===== src/rud_pkg.sv =====
package rud_pkg;

  // Operand width; also the number of pipeline stages (one quotient bit each)
  localparam int WIDTH = 32;

  typedef struct packed {
    logic [WIDTH-1:0] rem;  // partial remainder
    logic [WIDTH-1:0] qd;   // dividend bits still to shift in (top), quotient bits (bottom)
    logic [WIDTH-1:0] den;
    logic             dbz;
  } rud_stage_t;

endpackage


===== src/rud_channels.sv =====
interface rud_in_if;
  logic                     valid;
  logic                     ready;
  logic [rud_pkg::WIDTH-1:0] dividend;
  logic [rud_pkg::WIDTH-1:0] divisor;

  modport source (output valid, output dividend, output divisor, input ready);
  modport sink   (input valid, input dividend, input divisor, output ready);
endinterface

interface rud_out_if;
  logic                     valid;
  logic                     ready;
  logic [rud_pkg::WIDTH-1:0] quotient;
  logic [rud_pkg::WIDTH-1:0] remainder;
  logic                     div_by_zero;

  modport source (output valid, output quotient, output remainder, output div_by_zero,
                  input ready);
  modport sink   (input valid, input quotient, input remainder, input div_by_zero,
                  output ready);
endinterface


===== src/restoring_unsigned_divider_top.sv =====
// Pipelined restoring divider for unsigned operands: accepts one dividend/divisor
// transfer every cycle and returns quotient and remainder, one result per cycle,
// both while the output is not stalled. Each of the 32 register stages resolves
// one quotient bit with a single shift, compare and subtract; the last stage
// register is the output register. While a result waits at the output the whole
// pipeline holds, so in_ch.ready follows out_ch.ready combinationally. A zero
// divisor returns all ones in quotient and remainder and raises div_by_zero.
module restoring_unsigned_divider_top (
  input  logic      clk,
  input  logic      rst_n,
  rud_in_if.sink    in_ch,
  rud_out_if.source out_ch
);

  localparam int W = rud_pkg::WIDTH;

  logic [W:0]          v;
  rud_pkg::rud_stage_t d [0:W];
  logic                advance;

  assign advance     = ~v[W] | out_ch.ready;
  assign in_ch.ready = advance;

  assign v[0]     = in_ch.valid;
  assign d[0].rem = '0;
  assign d[0].qd  = in_ch.dividend;
  assign d[0].den = in_ch.divisor;
  assign d[0].dbz = (in_ch.divisor == '0);

  for (genvar k = 0; k < W; k++) begin : g_stage
    rud_stage u_stage (
      .clk     (clk),
      .rst_n   (rst_n),
      .en      (advance),
      .valid_i (v[k]),
      .data_i  (d[k]),
      .valid_o (v[k+1]),
      .data_o  (d[k+1])
    );
  end

  assign out_ch.valid       = v[W];
  assign out_ch.quotient    = d[W].dbz ? '1 : d[W].qd;
  assign out_ch.remainder   = d[W].dbz ? '1 : d[W].rem;
  assign out_ch.div_by_zero = d[W].dbz;

  a_rem_below_den: assert property (@(posedge clk) disable iff (!rst_n)
    (v[W] && !d[W].dbz) |-> (d[W].rem < d[W].den))
    else $error("final remainder not below divisor");

  a_first_stage_load: assert property (@(posedge clk) disable iff (!rst_n)
    advance |=> (v[1] == $past(in_ch.valid)))
    else $error("first stage valid does not follow accepted transfer");

  a_stall_holds: assert property (@(posedge clk) disable iff (!rst_n)
    !advance |=> ($stable(v[W:1]) && $stable(d[W])))
    else $error("pipeline moved during output stall");

endmodule


===== src/rud_stage.sv =====
module rud_stage (
  input  logic                clk,
  input  logic                rst_n,
  input  logic                en,
  input  logic                valid_i,
  input  rud_pkg::rud_stage_t data_i,
  output logic                valid_o,
  output rud_pkg::rud_stage_t data_o
);

  logic                        valid_r;
  rud_pkg::rud_stage_t         data_r;
  rud_pkg::rud_stage_t         data_nxt;
  logic [rud_pkg::WIDTH-1:0]   shifted;
  logic [rud_pkg::WIDTH+1:0]   diff;
  logic                        ge;

  // Shift next dividend bit into the remainder; bit shifted out of the top
  // joins the compare, so the subtract is carried out on WIDTH+2 bits.
  always_comb begin
    shifted = {data_i.rem[rud_pkg::WIDTH-2:0], data_i.qd[rud_pkg::WIDTH-1]};
    diff    = {1'b0, data_i.rem[rud_pkg::WIDTH-1], shifted} - {2'b00, data_i.den};
    ge      = ~diff[rud_pkg::WIDTH+1];
    data_nxt.rem = ge ? diff[rud_pkg::WIDTH-1:0] : shifted;
    data_nxt.qd  = {data_i.qd[rud_pkg::WIDTH-2:0], ge};
    data_nxt.den = data_i.den;
    data_nxt.dbz = data_i.dbz;
  end

  always_ff @(posedge clk) begin
    if (!rst_n) begin
      valid_r <= 1'b0;
    end else if (en) begin
      valid_r <= valid_i;
    end
  end

  always_ff @(posedge clk) begin
    if (en) begin
      data_r <= data_nxt;
    end
  end

  assign valid_o = valid_r;
  assign data_o  = data_r;

endmodule

===== src/flat_wrapper.sv =====
// flat-port wrapper written by rule: the top's interface ports become plain ports
module restoring_unsigned_divider_top_flat 
  (clk, rst_n, in_ch_valid, in_ch_dividend, in_ch_divisor, in_ch_ready, out_ch_valid, out_ch_quotient, out_ch_remainder, out_ch_div_by_zero, out_ch_ready);
  rud_in_if in_ch_i ();
  rud_out_if out_ch_i ();
  input  logic clk;
  input  logic rst_n;
  input wire logic [$bits(in_ch_i.valid)-1:0] in_ch_valid;
  input wire logic [$bits(in_ch_i.dividend)-1:0] in_ch_dividend;
  input wire logic [$bits(in_ch_i.divisor)-1:0] in_ch_divisor;
  output wire logic [$bits(in_ch_i.ready)-1:0] in_ch_ready;
  output wire logic [$bits(out_ch_i.valid)-1:0] out_ch_valid;
  output wire logic [$bits(out_ch_i.quotient)-1:0] out_ch_quotient;
  output wire logic [$bits(out_ch_i.remainder)-1:0] out_ch_remainder;
  output wire logic [$bits(out_ch_i.div_by_zero)-1:0] out_ch_div_by_zero;
  input wire logic [$bits(out_ch_i.ready)-1:0] out_ch_ready;
  assign in_ch_i.valid = in_ch_valid;
  assign in_ch_i.dividend = in_ch_dividend;
  assign in_ch_i.divisor = in_ch_divisor;
  assign in_ch_ready = in_ch_i.ready;
  assign out_ch_valid = out_ch_i.valid;
  assign out_ch_quotient = out_ch_i.quotient;
  assign out_ch_remainder = out_ch_i.remainder;
  assign out_ch_div_by_zero = out_ch_i.div_by_zero;
  assign out_ch_i.ready = out_ch_ready;
  restoring_unsigned_divider_top u_core (.clk(clk), .rst_n(rst_n), .in_ch(in_ch_i), .out_ch(out_ch_i));
endmodule

===== config.mk =====
export PLATFORM = sky130hd
export DESIGN_NAME = restoring_unsigned_divider_top_flat
export DESIGN_NICKNAME = d
export VERILOG_FILES = /design/src/rud_pkg.sv /design/src/rud_channels.sv /design/src/restoring_unsigned_divider_top.sv /design/src/rud_stage.sv /design/src/flat_wrapper.sv
export SDC_FILE = /design/constraint.sdc
export NUM_CORES = 2
export LEC_CHECK = 0
export BUFFER_PORTS_ARGS = -buffer_cell sky130_fd_sc_hd__buf_2
export CAP_MARGIN = 10
export CORE_ASPECT_RATIO = 1.2
export CORE_UTILIZATION = 45
export DETAILED_ROUTE_END_ITERATION = 6
export MAX_ROUTING_LAYER = met4
export PLACE_DENSITY_LB_ADDON = 0.05
export REMOVE_ABC_BUFFERS = 1
export SLEW_MARGIN = 25
export SYNTH_ARGS = -nofsm -noshare
export SYNTH_HDL_FRONTEND = slang
export SYNTH_HIERARCHICAL = 1
export SYNTH_SLANG_ARGS = --single-unit

===== constraint.sdc =====
create_clock -name clk -period 105.4 [get_ports clk]
set_clock_uncertainty 0.1 [all_clocks]
set_input_delay 0 -clock clk [delete_from_list [all_inputs] [get_ports clk]]
set_output_delay 0 -clock clk [all_outputs]
set_load 0.02 [all_outputs]

## After elaboration in Yosys (flattened, before gate mapping)

Index checks and enable logic that the tools add are counted.

- Flip-flop bits (word level): 3104
- Bits in latches: 0
- RAM bits: 0
- ROM bits: 0
- Input bits: 68
- Output and inout port bits: 67
- Memories kept: 0

- Add/subtract/negate cells: 32
- $mul: 0
- Divide/modulo/power cells: 0
- Order comparisons: 0
- Eq/ne operators: 0
- Shifts and indexed selects: 0
- Multiplexer cells: 34
- Bitwise logic cells: 34
- Reduce and logical (&&, ||, !) cells: 1

Operators with widths:

| operator | number |
|---|---|
| 2-to-1 mux 32 bit | 33 |
| subtractor 33 x 32 -> 34 bit | 31 |
| NOT 1 bit | 33 |
| subtractor 1 x 32 -> 33 bit | 1 |
| logical NOT 32 bit | 1 |
| 2-to-1 mux 1 bit | 1 |
| OR 1 bit | 1 |

## Logic depth before layout (Yosys ltp)

- Depth after elaboration: 2
- Gate-level depth with buffers: 13

## Modules after synthesis

The synthesis kept the hierarchy.

Modules (own cells, without submodules):

| module | instances | cells each | area an instance (sq um) | seq. area each (sq um) |
|---|---|---|---|---|
| rud_stage (u_core.g_stage[22].u_stage ...) | 15 | 457 | 5197.5 | 2932.8 |
| rud_stage (u_core.g_stage[0].u_stage ...) | 11 | 419 | 5258.8 | 2932.8 |
| rud_stage (u_core.g_stage[10].u_stage ...) | 3 | 421 | 5356.4 | 2932.8 |
| rud_stage (u_core.g_stage[30].u_stage ...) | 3 | 450 | 5182.5 | 2932.8 |
| restoring_unsigned_divider_top | 1 | 84 | 561.8 | 0.0 |

## Worst setup path before layout

No wires, ideal clock.

- Path kind: input to register
- Start: in out_ch_ready
- End: reg u_core.g_stage[0].u_stage.valid_r
- Data arrival time: 79.520 ns
- Required time: 105.093 ns
- Slack: 25.573 ns
- Stages on the path: 3
- Path through: nand2b_1 > mux2i_1 > nor2b_1

- Cells in the longest elaborated chain, start to end: 1

RTL lines:

| element | RTL line | RTL |
|---|---|---|
| start, declared | flat_wrapper.sv:16 | `input wire logic [$bits(out_ch_i.ready)-1:0] out_ch_ready;` |
| OR 1 bit | restoring_unsigned_divider_top.sv:21 | `assign advance = ~v[W] \| out_ch.ready;` |
| end signal, assigned | rud_stage.sv:34 | `valid_r <= valid_i;` |
| end, declared | rud_stage.sv:11 | `logic valid_r;` |

Every way passes these cells.
A chain may end at the register's enable or synchronous reset.

## Final worst setup path

- Start: reg u_core.g_stage[31].u_stage.valid_r
- End: reg u_core.g_stage[17].u_stage.data_r, in the netlist u_core/g_stage[17].u_stage/data_o[63] (enable)

- Cells in the longest elaborated chain, start to end: 2

RTL lines:

| element | RTL line | RTL |
|---|---|---|
| start, declared | rud_stage.sv:11 |  |
| start signal, assigned | rud_stage.sv:34 |  |
| NOT 1 bit | restoring_unsigned_divider_top.sv:21 |  |
| OR 1 bit | restoring_unsigned_divider_top.sv:21 |  |
| end signal, assigned | rud_stage.sv:40 | `data_r <= data_nxt;` |
| end, declared | rud_stage.sv:12 | `rud_pkg::rud_stage_t data_r;` |

Every way passes these cells.

==> reports/results.ini <==
[cts]
postCtsHoldBufs = 134
cts.repair.resized = 0
path_clk_slew_ns = 0.06
clk_path_buf_depth = 4
clock_sinks = 3104
cts_tree = done
clkLatencyLatePin_ns = 0.96
clock-root-buffer = clkbuf_16
cts_buffers = 332
postCtsSetupBuffers = 0
htree_levels = 5

[global_route]
grtUsageMet3_pct = 2.26
grt-ovfl-total = 0
antenna_found_initial = 4
top_usage_layer = met2
grt_pass1_wl_mm = 620
use_met1_pct = 25.7
grt_usage_pct = 21.6
grt_max_degree = 207
use_met2_pct = 38.1
grt_pass1_vias = 107000

[route]
antenna_left = 0
routedWlPerCell_um = 20.5
route.detailed.drc = 1
first_pass_iters = 7
wl_mm = 402
routed_via_density = 5.57
first_iter_violations = 7596
vias = 109000

[synthesis]
syn-cell-area_um2 = 167000
avgSynthCellArea_um2 = 11.8
synth_cells = 14100
ys.warnings.count = 6

[critical_path]
startpoint = u_core/g_stage[31].u_stage/valid_o
reg2reg_to = u_core/g_stage[17].u_stage/data_o[63]
crit_slowest_cell = buf_4
r2r_start = u_core/g_stage[31].u_stage/valid_o
critPathCaptureType = flop
cp-endpoint = u_core/g_stage[17].u_stage/data_o[63]
r2r_slack_ns = 98.91
crit_arrival_ns = 6.93
crit_fanout = 155
cp-start-kind = flop
required_ns = 105.84
path_common_cell = buf_4
rr_worst_depth = 8
slowest_delay_ns = 0.86
worstSetupPathType = reg2reg
critical_path.cell_chain = nand2b_4 > buf_4 > buf_4 > buf_4 > buf_12 > buf_4 > buf_12 > buf_16

[timing]
worst_pin_slew_ns = 1.17
final_hold_viol_count = 0
setup_tns_ns = 0
min_period_ns = 6.49
setup_slack_ns = 98.91
post-route-period-util_pct = 6.15
setup_violations = 0
fmax_ghz = 0.154
rsz0062_at_grt = no
slew_violations = 0
relSlewSlack_pct = 22.1

[floorplanning]
die_h_um = 669
start_util_pct = 45.3
die_w_um = 558
die_area_um2 = 374000
core.rowCount = 244
core_region_area_um2 = 369000
io_pins = 135

[status]
outcome = finished, violations left
violations = design-rule violations

[placement]
gp_congestion = 0.915
port_buffers = 134
dp_hpwl_mm = 301
dp_slack_ns = 98.96

[finish]
final_nets = 15500
drive_gt1_share_pct = 7.01
n_fill_cell = 32800
area_growth_pct = 10.7

[power]
leakage_uw = 0.0753
p_per_area_nw_per_um2 = 32.4
vdd_drop_max_mv = 0.0163

[worst_hold_path]
hold_class = in2reg

[job]
maxCapViolCount = 0

-- cell usage in the layout, fill, tap and decap left out, types with 60 or more instances in the layout --
cell type / count
nand4_1: 125
and3_1: 197
mux2_4: 89
nand2b_1: 144
o211ai_1: 125
clkbuf_16: 333
nand3_1: 223
xor2_1: 288
mux2_1: 301
xnor2_1: 513
o21bai_1: 109
clkinv_1: 81
inv_1: 1250
o21ai_0: 616
or2_1: 60
a211oi_1: 176
a31oi_1: 86
mux2i_1: 115
dlygate4sd3_1: 134
a21oi_1: 921
nor2_1: 496
o21ai_1: 455
nor2b_1: 139
o2111ai_1: 62
or3_1: 79
buf_2: 134
nand2_1: 1225
and2_1: 86
ha_1: 1024
o31ai_1: 137
conb_1: 65
a311oi_1: 62
o21a_1: 83
a21o_1: 354
nor3_1: 170
edfxtp_1: 3072
-- worst max-delay path: cells and delay by family (launching register included) --
family        cells  cell delay, ns
buf+inv           7            4.48
flops             1            0.34
simple gates      1            0.57
-- power breakdown --
part           internal [uW]  leakage [uW]  switching, uW
logic                   1120        0.0371           1600
clock network            684       0.00534            498
registers               1880        0.0329            212
-- stage by stage --
step	utilization (%)	total power, uW	cells	hold slack, ns	area [um^2]
after floorplan	-	4070	13700	-0.00113	165000
after global placement	46.7	4810	18900	0.0767	172000
after detailed placement	46.8	4830	18900	0.0792	172000
after CTS	50.1	6060	19600	0.0173	185000
after global routing	50.2	6410	19600	0.103	185000
final	50.2	6000	19600	0.118	185000
-- state kept, by name (all words and copies together) (netlist names) --
register / flops
u_core/g_stage.u_stage/valid_o: 32
u_core/g_stage.u_stage/data_o: 3072
-- how the worst min path moves through the flow --
stage | depth (start not counted) | end | startpoint
floorplan | 0 | u_core/g_stage[0].u_stage/data_o[10] | in_ch_divisor[9]
global placement | 1 | u_core/g_stage[0].u_stage/data_o[53] | in_ch_dividend[19]
detailed placement | 1 | u_core/g_stage[0].u_stage/data_o[58] | in_ch_dividend[24]
CTS | 5 | u_core/g_stage[0].u_stage/data_o[0] | in_ch_divisor[10]
global route | 5 | u_core/g_stage[0].u_stage/data_o[0] | in_ch_divisor[11]
finish | 5 | u_core/g_stage[0].u_stage/data_o[0] | in_ch_divisor[9]
-- routing by layer --
layer	vias to the layer above	routed length [um]
met5	-	0
met4	0	14200
met3	777	14400
met2	2423	208000
met1	52800	165000
li1	53200	-
-- cell type report --
type,count,area (um^2),share of cell area [%]
well taps,4920,6160,3.33
multi-input cells,9368,67300,36.4
inverters,1265,4750,2.57
clock buffers,392,8560,4.63
clock inverters,216,2510,1.36
flip-flops and latches,3104,92900,50.2
diodes,10,25.0,0.0135
repair buffers,342,2750,1.48
No activity file was read; power rests on OpenSTA's default activity.
